<file path="config.mk">
export PLATFORM = sky130hd
export DESIGN_NAME = held_note_chord_recognizer_core
export DESIGN_NICKNAME = d
export VERILOG_FILES = /design/src/hdl/hncr_pkg.sv /design/src/hdl/hncr_match.sv /design/src/hdl/held_note_chord_recognizer_core.sv
export SDC_FILE = /design/constraint.sdc
export NUM_CORES = 1
export LEC_CHECK = 0
export ABC_CLOCK_PERIOD_IN_PS = 8600
export BUFFER_PORTS_ARGS = -buffer_cell sky130_fd_sc_hd__buf_4
export CAP_MARGIN = 15
export CORE_UTILIZATION = 29
export DETAILED_ROUTE_END_ITERATION = 7
export GPL_TIMING_DRIVEN = 0
export PLACE_DENSITY = 0.49
export REMOVE_ABC_BUFFERS = 1
export SYNTH_ARGS = -nofsm -noshare
export SYNTH_HDL_FRONTEND = slang
export SYNTH_HIERARCHICAL = 1
export SYNTH_SLANG_ARGS = --single-unit
</file>
<file path="constraint.sdc">
create_clock -name clk -period 8.6 [get_ports clk]
set_input_delay 0.86 -clock clk [delete_from_list [all_inputs] [get_ports clk]]
set_output_delay 0.86 -clock clk [all_outputs]
set_load 0.005 [all_outputs]
</file>
<file path="src/hdl/hncr_pkg.sv">
// Package for the held-note chord recognizer: word types, voicing tables,
// chord class table and sequencer states. No dependencies.
`default_nettype none
package hncr_pkg;

	localparam int MaxHeld = 5;
	localparam int NumTypes = 22;
	localparam int NumVoicings = 7;

	typedef struct packed {
		logic       kind;
		logic [6:0] note;
		logic [6:0] velocity;
	} in_word_t;

	typedef struct packed {
		logic [2:0] held_count;
		logic       matched;
		logic [3:0] root;
		logic [3:0] bass;
		logic [4:0] chord_type;
		logic [1:0] chord_class;
	} out_word_t;

	typedef enum logic [2:0] {
		ST_IDLE,
		ST_SCAN,
		ST_SHIFT,
		ST_DETECT,
		ST_DONE
	} state_t;

	// one voicing: note count, five held indices, raise mask (bit i adds 12 to slot i)
	typedef struct packed {
		logic [2:0]      cnt;
		logic [4:0][2:0] idx;
		logic [4:0]      raise;
	} voicing_t;

	localparam logic KIND_NOTE   = 1'b0;
	localparam logic KIND_DETECT = 1'b1;

	function automatic voicing_t mk(input logic [2:0] c, input logic [2:0] a0,
			input logic [2:0] a1, input logic [2:0] a2, input logic [2:0] a3,
			input logic [2:0] a4, input logic [4:0] r);
		voicing_t v;
		v.cnt = c;
		v.idx = {a4, a3, a2, a1, a0};
		v.raise = r;
		return v;
	endfunction

	// raise mask written with slot 0 as bit 0
	function automatic voicing_t voicing(input logic [2:0] total, input logic [2:0] k);
		voicing_t v;
		v = mk(3'd0, 3'd0, 3'd0, 3'd0, 3'd0, 3'd0, 5'b00000);
		unique case (total)
			3'd5: begin
				unique case (k)
					3'd0: v = mk(3'd5, 3'd0, 3'd1, 3'd2, 3'd3, 3'd4, 5'b00000);
					3'd1: v = mk(3'd4, 3'd1, 3'd2, 3'd3, 3'd4, 3'd0, 5'b00000);
					3'd2: v = mk(3'd4, 3'd2, 3'd3, 3'd4, 3'd1, 3'd0, 5'b01000);
					3'd3: v = mk(3'd4, 3'd3, 3'd4, 3'd1, 3'd2, 3'd0, 5'b01100);
					3'd4: v = mk(3'd4, 3'd4, 3'd1, 3'd2, 3'd3, 3'd0, 5'b01110);
					default: v = mk(3'd0, 3'd0, 3'd0, 3'd0, 3'd0, 3'd0, 5'b00000);
				endcase
			end
			3'd4: begin
				unique case (k)
					3'd0: v = mk(3'd4, 3'd0, 3'd1, 3'd2, 3'd3, 3'd0, 5'b00000);
					3'd1: v = mk(3'd4, 3'd1, 3'd2, 3'd3, 3'd0, 3'd0, 5'b01000);
					3'd2: v = mk(3'd4, 3'd2, 3'd3, 3'd0, 3'd1, 3'd0, 5'b01100);
					3'd3: v = mk(3'd4, 3'd3, 3'd0, 3'd1, 3'd2, 3'd0, 5'b01110);
					3'd4: v = mk(3'd3, 3'd1, 3'd2, 3'd3, 3'd0, 3'd0, 5'b00000);
					3'd5: v = mk(3'd3, 3'd2, 3'd3, 3'd1, 3'd0, 3'd0, 5'b00100);
					3'd6: v = mk(3'd3, 3'd3, 3'd1, 3'd2, 3'd0, 3'd0, 5'b00110);
					default: v = mk(3'd0, 3'd0, 3'd0, 3'd0, 3'd0, 3'd0, 5'b00000);
				endcase
			end
			3'd3: begin
				unique case (k)
					3'd0: v = mk(3'd3, 3'd0, 3'd1, 3'd2, 3'd0, 3'd0, 5'b00000);
					3'd1: v = mk(3'd3, 3'd1, 3'd2, 3'd0, 3'd0, 3'd0, 5'b00100);
					3'd2: v = mk(3'd3, 3'd2, 3'd0, 3'd1, 3'd0, 3'd0, 5'b00110);
					default: v = mk(3'd0, 3'd0, 3'd0, 3'd0, 3'd0, 3'd0, 5'b00000);
				endcase
			end
			default: v = mk(3'd0, 3'd0, 3'd0, 3'd0, 3'd0, 3'd0, 5'b00000);
		endcase
		return v;
	endfunction

	function automatic logic [2:0] num_voicings(input logic [2:0] total);
		unique case (total)
			3'd5: return 3'd5;
			3'd4: return 3'd7;
			3'd3: return 3'd3;
			default: return 3'd0;
		endcase
	endfunction

	function automatic logic [1:0] type_class(input logic [4:0] t);
		unique case (t)
			5'd0, 5'd7, 5'd16, 5'd20: return 2'd0;
			5'd9, 5'd14, 5'd17: return 2'd1;
			default: return 2'd2;
		endcase
	endfunction

	// pitch class by compare and subtract of 192, 96, 48, 24 and 12
	function automatic logic [3:0] mod12(input logic [7:0] x);
		logic [7:0] r;
		r = x;
		if (r >= 8'd192) r = r - 8'd192;
		if (r >= 8'd96) r = r - 8'd96;
		if (r >= 8'd48) r = r - 8'd48;
		if (r >= 8'd24) r = r - 8'd24;
		if (r >= 8'd12) r = r - 8'd12;
		return r[3:0];
	endfunction

endpackage
`default_nettype wire

</file>
<file path="src/hdl/hncr_match.sv">
// Shared voicing matcher: gathers one voicing from the held notes, forms
// its intervals and looks them up in the chord pattern set. Uses hncr_pkg.
`default_nettype none
module hncr_match (
	input  wire logic [4:0][6:0]     notes,
	input  wire hncr_pkg::voicing_t  vc,
	output logic                     hit,
	output logic [4:0]               chord_type,
	output logic [3:0]               root
);
	logic [4:0][7:0] v;
	logic [7:0] b, c, d, e, lowp10;
	logic [2:0] n;

	always_comb begin
		for (int i = 0; i < hncr_pkg::MaxHeld; i++) begin
			v[i] = {1'b0, notes[vc.idx[i]]} + (vc.raise[i] ? 8'd12 : 8'd0);
		end
		// slots beyond the count read as zero
		if (vc.cnt < 3'd5) v[4] = 8'd0;
		if (vc.cnt < 3'd4) v[3] = 8'd0;
		n = vc.cnt;
		b = v[1] - v[0];
		c = v[2] - v[0];
		d = v[3] - v[0];
		e = v[4] - v[0];
		lowp10 = {1'b0, notes[0]} + 8'd10;
		hit = 1'b1;
		chord_type = 5'd0;
		priority if (n == 3'd5) begin
			priority if (e == 8'd14 && c == 8'd7) begin
				priority if (b == 8'd4 && d == 8'd10) chord_type = 5'd4;
				else if (b == 8'd4 && d == 8'd11) chord_type = 5'd6;
				else if (b == 8'd3 && d == 8'd10) chord_type = 5'd12;
				else hit = 1'b0;
			end else if (b == 8'd2 && d == 8'd7) begin
				priority if (c == 8'd4 && e == 8'd10) chord_type = 5'd4;
				else if (c == 8'd4 && e == 8'd11) chord_type = 5'd6;
				else if (c == 8'd3 && e == 8'd10) chord_type = 5'd12;
				else hit = 1'b0;
			end else if (b == 8'd3 && c == 8'd5 && d == 8'd7 && e == 8'd10)
				chord_type = 5'd15;
			else hit = 1'b0;
		end else if (n == 3'd4) begin
			priority if (c == 8'd7) begin
				priority if (d == 8'd9) begin
					priority if (b == 8'd4) chord_type = 5'd1;
					else if (b == 8'd3) chord_type = 5'd10;
					else hit = 1'b0;
				end else if (d == 8'd10) begin
					priority if (b == 8'd5) chord_type = 5'd8;
					else if (b == 8'd4) chord_type = 5'd2;
					else if (b == 8'd3) chord_type = 5'd11;
					else hit = 1'b0;
				end else if (d == 8'd14) begin
					priority if (b == 8'd4) chord_type = 5'd5;
					else if (b == 8'd3) chord_type = 5'd13;
					else hit = 1'b0;
				end else if (d == 8'd11 && b == 8'd4) chord_type = 5'd3;
				else hit = 1'b0;
			end else if (d == 8'd7) begin
				priority if (b == 8'd2) begin
					priority if (c == 8'd4) chord_type = (v[0] == lowp10) ? 5'd0 : 5'd5;
					else if (c == 8'd3) chord_type = (v[0] == lowp10) ? 5'd9 : 5'd13;
					else hit = 1'b0;
				end else if (b == 8'd3 && c == 8'd5) chord_type = 5'd14;
				else hit = 1'b0;
			end else if (d == 8'd9 && b == 8'd3 && c == 8'd6) chord_type = 5'd18;
			else if (d == 8'd10 && b == 8'd3 && c == 8'd6) chord_type = 5'd19;
			else hit = 1'b0;
		end else begin
			priority if (b == 8'd5 && c == 8'd7) chord_type = 5'd7;
			else if (b == 8'd4 && c == 8'd7) chord_type = 5'd0;
			else if (b == 8'd4 && c == 8'd8) chord_type = 5'd16;
			else if (b == 8'd3 && c == 8'd7) chord_type = 5'd9;
			else if (b == 8'd3 && c == 8'd6) chord_type = 5'd17;
			else if (b == 8'd7 && c == 8'd10) chord_type = 5'd21;
			else if (b == 8'd7 && c == 8'd12) chord_type = 5'd20;
			else if (b == 8'd4 && c == 8'd10) chord_type = 5'd2;
			else hit = 1'b0;
		end
		root = hncr_pkg::mod12(v[0]);
	end
endmodule
`default_nettype wire

</file>
<file path="src/hdl/held_note_chord_recognizer_core.sv">
// Top level of the held-note chord recognizer: sorted note table, sequencer,
// one shared voicing matcher. Uses hncr_pkg and hncr_match.
// A note item takes one compare per held entry plus an end check, one shift
// step per moved entry plus the write, and a done state; a detect item takes
// one voicing per cycle through the shared matcher, up to seven, plus an end
// check and a done state. The result strobe comes in the same cycle that busy
// falls, when the next word may already be accepted; the receiver cannot stall.
// Reset clears count, changed mark, state, done strobe, pointer and dup flag.
`default_nettype none
module held_note_chord_recognizer_core (
	input  wire logic                clk,
	input  wire logic                arst_n,
	input  wire logic                start,
	input  wire hncr_pkg::in_word_t  in_word,
	output logic                     busy,
	output logic                     done,
	output hncr_pkg::out_word_t      result
);
	hncr_pkg::state_t state_q, state_d;
	hncr_pkg::in_word_t item_q;
	logic [4:0][6:0] notes_q;
	logic [2:0] total_q;
	logic changed_q;
	logic [2:0] ptr_q;
	logic dup_q;
	hncr_pkg::out_word_t res_q;
	logic done_q;

	logic hit;
	logic [4:0] mtype;
	logic [3:0] mroot;
	hncr_pkg::voicing_t vc;

	assign vc = hncr_pkg::voicing(total_q, ptr_q);

	hncr_match u_match (
		.notes(notes_q), .vc(vc), .hit(hit), .chord_type(mtype), .root(mroot)
	);

	assign busy = (state_q != hncr_pkg::ST_IDLE);
	assign done = done_q;
	assign result = res_q;

	logic press;
	logic at_end;
	assign press = (item_q.velocity != 7'd0);
	assign at_end = (ptr_q == total_q);

	always_comb begin
		state_d = state_q;
		unique case (state_q)
			hncr_pkg::ST_IDLE:
				if (start) state_d = (in_word.kind == hncr_pkg::KIND_DETECT)
					? hncr_pkg::ST_DETECT : hncr_pkg::ST_SCAN;
			hncr_pkg::ST_SCAN:
				if (at_end) state_d = hncr_pkg::ST_SHIFT;
				else if (!press && notes_q[ptr_q] == item_q.note) state_d = hncr_pkg::ST_SHIFT;
			hncr_pkg::ST_SHIFT: begin
				// insert walks down from the top, removal walks up from the hit
				if (press) begin
					if (dup_q || total_q == 3'd5 || ptr_q == 3'd0 ||
							item_q.note >= notes_q[ptr_q - 3'd1])
						state_d = hncr_pkg::ST_DONE;
				end else if (at_end || ptr_q + 3'd1 >= total_q)
					state_d = hncr_pkg::ST_DONE;
			end
			hncr_pkg::ST_DETECT:
				if (!changed_q || ptr_q >= hncr_pkg::num_voicings(total_q) || hit)
					state_d = hncr_pkg::ST_DONE;
			hncr_pkg::ST_DONE: state_d = hncr_pkg::ST_IDLE;
			default: state_d = hncr_pkg::ST_IDLE;
		endcase
	end

	always_ff @(posedge clk or negedge arst_n) begin
		if (!arst_n) begin
			state_q <= hncr_pkg::ST_IDLE;
			total_q <= 3'd0;
			changed_q <= 1'b0;
			done_q <= 1'b0;
			ptr_q <= 3'd0;
			dup_q <= 1'b0;
		end else begin
			state_q <= state_d;
			done_q <= (state_q == hncr_pkg::ST_DONE);
			unique case (state_q)
				hncr_pkg::ST_IDLE: begin
					ptr_q <= 3'd0;
					dup_q <= 1'b0;
				end
				hncr_pkg::ST_SCAN: begin
					if (at_end) begin
						if (press) ptr_q <= ptr_q;
					end else if (notes_q[ptr_q] == item_q.note) begin
						if (press) dup_q <= 1'b1;
					end else ptr_q <= ptr_q + 3'd1;
					if (press && !at_end) begin
						if (notes_q[ptr_q] == item_q.note) ptr_q <= total_q;
						else ptr_q <= ptr_q + 3'd1;
					end
				end
				hncr_pkg::ST_SHIFT: begin
					if (press) begin
						if (!dup_q && total_q != 3'd5) begin
							if (ptr_q != 3'd0 && item_q.note < notes_q[ptr_q - 3'd1]) begin
								notes_q[ptr_q] <= notes_q[ptr_q - 3'd1];
								ptr_q <= ptr_q - 3'd1;
							end else begin
								notes_q[ptr_q] <= item_q.note;
								total_q <= total_q + 3'd1;
								changed_q <= 1'b1;
							end
						end
					end else if (!at_end) begin
						if (ptr_q + 3'd1 < total_q) begin
							notes_q[ptr_q] <= notes_q[ptr_q + 3'd1];
							ptr_q <= ptr_q + 3'd1;
						end else total_q <= total_q - 3'd1;
					end
				end
				hncr_pkg::ST_DETECT: begin
					if (state_d == hncr_pkg::ST_DONE) changed_q <= 1'b0;
					else ptr_q <= ptr_q + 3'd1;
				end
				default: ;
			endcase
		end
	end

	// payload registers
	always_ff @(posedge clk) begin
		if (state_q == hncr_pkg::ST_IDLE && start) item_q <= in_word;
		if (state_q == hncr_pkg::ST_IDLE) res_q <= '0;
		if (state_q == hncr_pkg::ST_DETECT && changed_q && hit &&
				ptr_q < hncr_pkg::num_voicings(total_q)) begin
			res_q.matched <= 1'b1;
			res_q.root <= mroot;
			res_q.bass <= hncr_pkg::mod12({1'b0, notes_q[0]});
			res_q.chord_type <= mtype;
			res_q.chord_class <= hncr_pkg::type_class(mtype);
		end
		if (state_q == hncr_pkg::ST_DONE) res_q.held_count <= total_q;
	end
endmodule
`default_nettype wire
</file>
==> results.cfg <==
[placed_design]
gp_congestion = 0.881
dp_hpwl_mm = 25.3
portBuffers = 38
pre_cts_ws_ns = -1.63

[worst_setup_path]
cp-start-kind = flip-flop
slowest_stage = a211oi_2
required_ns = 8.83
path_buf_inv = 4
path_class = flip-flop to flip-flop
path_common_cell = nand2_1
cp_max_fo = 18
arrival_ns = 8.40
max_stage_delay_ns = 0.92
cp-end-kind = flip-flop
cpLargestDelayFamily = compound AO/OA/AOI/OAI gates

[cts]
cts_tree = yes
htreeDepth = 3
cts.path.max_buffers = 2
numCtsBuffers = 9
clk_latency_ns = 0.36
cts_root_buf = clkbuf_16
numClockSinks = 80
clkTransAtPathRegs_ns = 0.06

[global_route]
antenna_found_initial = 0
grt_pass1_vias = 9247
gr-total-overflow = 0
grt_pass1_wl_mm = 53.5
grt_max_degree = 36
gr-usage-all-layers_pct = 18.8

[floorplanning]
rows = 69
top_level_ports = 39
die_w_um = 193
start_util_pct = 29.6
die_y_um = 193
die_area_um2 = 37300
core_um2 = 35700

[finish]
area_delta_synth_final_pct = 10.7
layout-drive-gt1-share_pct = 12.4
antenna_cells = 0
fin_nets = 1373

[drt]
drc_errors = 0
drtIter0Drc = 801
drtPass1Iterations = 7
drt_wl_total_mm = 34.3
ant_nets = 0
vias_per_cell = 5.57
vias = 9661
avgRoutedWirePerCell_um = 19.8

[run]
maxCapViolCount = 0

[yosys]
synth.top_cell.area_share_pct = 19.0
ys_types = 108
yosysSeqAreaShare_pct = 22.0
synth_area_per_cell_um2 = 8.44
synth.ff_latch_count = 80
synth_area_um2 = 10600
async_flop_share_pct = 15.0
syn_inst = 1255
synth_top_flop_cell = edfxtp_1
synth-edff-count = 67
yosysTopAreaCell = edfxtp_1
synthTopCellsByArea = edfxtp_1 (19%), ha_1 (8.9%), mux2i_1 (7.9%), nor2_1 (4.7%), a21oi_1 (3.7%)
yosys_warnings = 6

[timing]
fmaxAchievable_mhz = 122
fin_crit_ns = 8.17
slew_violations = 0
timing.hold.ws_ns = 0.335
slew_headroom_pct = 20.7
timing.final.ws_setup_ns = 0.428
period_share_pct = 95.0
hold_viol = 0
worst_pin_slew_ns = 1.19
setup_viol_count_final = 0
clock_skew_ns = 0.00801

[outcome]
status = complete, no violations

[hold_path]
hold_class = input port to async pin
==> stage by stage <==
step	TNS (ns)	util [%]	area, µm²	instances
2_1_floorplan	-58.14	-	10300	1200
3_3_place_gp	-195.13	31.3	11200	1699
3_5_place_dp	-50.02	31.5	11300	1705
4_1_cts	0	32.6	11600	1728
5_1_grt	-0.00633	32.8	11700	1734
6_report	0	32.8	11700	1734
==> placed cells by master (no fill, tap or decap), types with 11 or more instances in the layout <==
| master | instances |
|---|---|
| nand2b_1 | 19 |
| a31oi_1 | 15 |
| fa_1 | 11 |
| xor2_1 | 20 |
| o22ai_1 | 27 |
| mux4_2 | 15 |
| a21o_1 | 16 |
| xnor2_1 | 30 |
| nand3_1 | 28 |
| inv_1 | 59 |
| o21ai_0 | 57 |
| mux2i_1 | 83 |
| or3_1 | 11 |
| o211ai_1 | 12 |
| edfxtp_1 | 67 |
| nor3_1 | 28 |
| buf_4 | 55 |
| and3_1 | 16 |
| nand3b_1 | 14 |
| ha_1 | 74 |
| a21oi_1 | 78 |
| and2_1 | 36 |
| a211oi_1 | 15 |
| nor2_1 | 131 |
| nor2b_1 | 38 |
| nand2_1 | 89 |
==> worst paths after layout <==
kind                             from         end  slack [ns]  cells after the start
setup reg to reg             ptr_q[1]    ptr_q[0]        0.43                     32
min in group clk           result[15]  result[15]        0.45                      2
setup / recovery             ptr_q[1]    ptr_q[0]        0.43                     32
max in group asynchronous      arst_n    ptr_q[2]        8.07                      1
hold / removal                 arst_n  state_q[1]        0.33                      1
hold reg to reg            result[15]  result[15]        0.45                      2
==> sequential cells by signal, indices dropped and copies added, names as in the netlist <==
| register | flops |
|---|---|
| dup_q | 1 |
| total_q | 3 |
| notes_q | 35 |
| result | 19 |
| ptr_q | 3 |
| done | 1 |
| state_q | 3 |
| changed_q | 1 |
| item_q | 14 |
==> repair_timing <==
action	4_1_cts	5_1_grt
gates resized for setup	16	9
hold buffers	0	0
pin swaps	1	2
endpoints found under the setup margin	38	33
setup buffers	7	6
==> layer usage <==
| metal | GRT usage, % | vias to the layer above | wire [µm] |
|---|---|---|---|
| li1 | - | 4680 | - |
| met1 | 24.4 | 4617 | 15300 |
| met2 | 31.1 | 296 | 15900 |
| met3 | 2.19 | 68 | 1590 |
| met4 | 8.68 | 0 | 1530 |
| met5 | 0 | - | 0 |
==> final cells by class <==
type                       count  area, µm²
fill                        3780      24000
multi-input combinational   1058       7860
sequential                    80       2340
tap                          461        577
timing repair buffer          57        444
inverter                      62        236
clock buffer                  10        229
clock inverter                 6       45.0
==> logic make-up after synthesis <==
kind of cell,share of synthesized area (%)
muxes,12.0
AOI/OAI and AO/OA,21.2
other,0.0354
xor gates and xnor gates,4.65
buffers and inverters,4.98
and+or+nand+nor,24.0
DFF,22.0
adders and majority gates,11.1
==> synth_stat cells (all sizes together) (8+ instances only) <==
| master | n |
|---|---|
| mux4 | 15 |
| nand2 | 90 |
| and2 | 36 |
| o221ai | 8 |
| nor4 | 8 |
| nand4 | 10 |
| nand3b | 14 |
| xnor2 | 32 |
| nor3b | 9 |
| inv | 62 |
| a211oi | 17 |
| nor2 | 137 |
| o211ai | 13 |
| o22ai | 27 |
| mux2i | 84 |
| nand3 | 29 |
| fa | 12 |
| dfrtp | 12 |
| and3 | 16 |
| or3 | 12 |
| clkbuf | 34 |
| o21ai | 64 |
| nor2b | 40 |
| a31oi | 17 |
| nor3 | 32 |
| xor2 | 20 |
| nand2b | 21 |
| edfxtp | 67 |
| a21o | 18 |
| ha | 75 |
| a21oi | 82 |
| buf | 28 |
| mux2 | 8 |
Power is not shown: default switching activity piles up to over one toggle a cycle in this logic, so the estimate is an artifact.
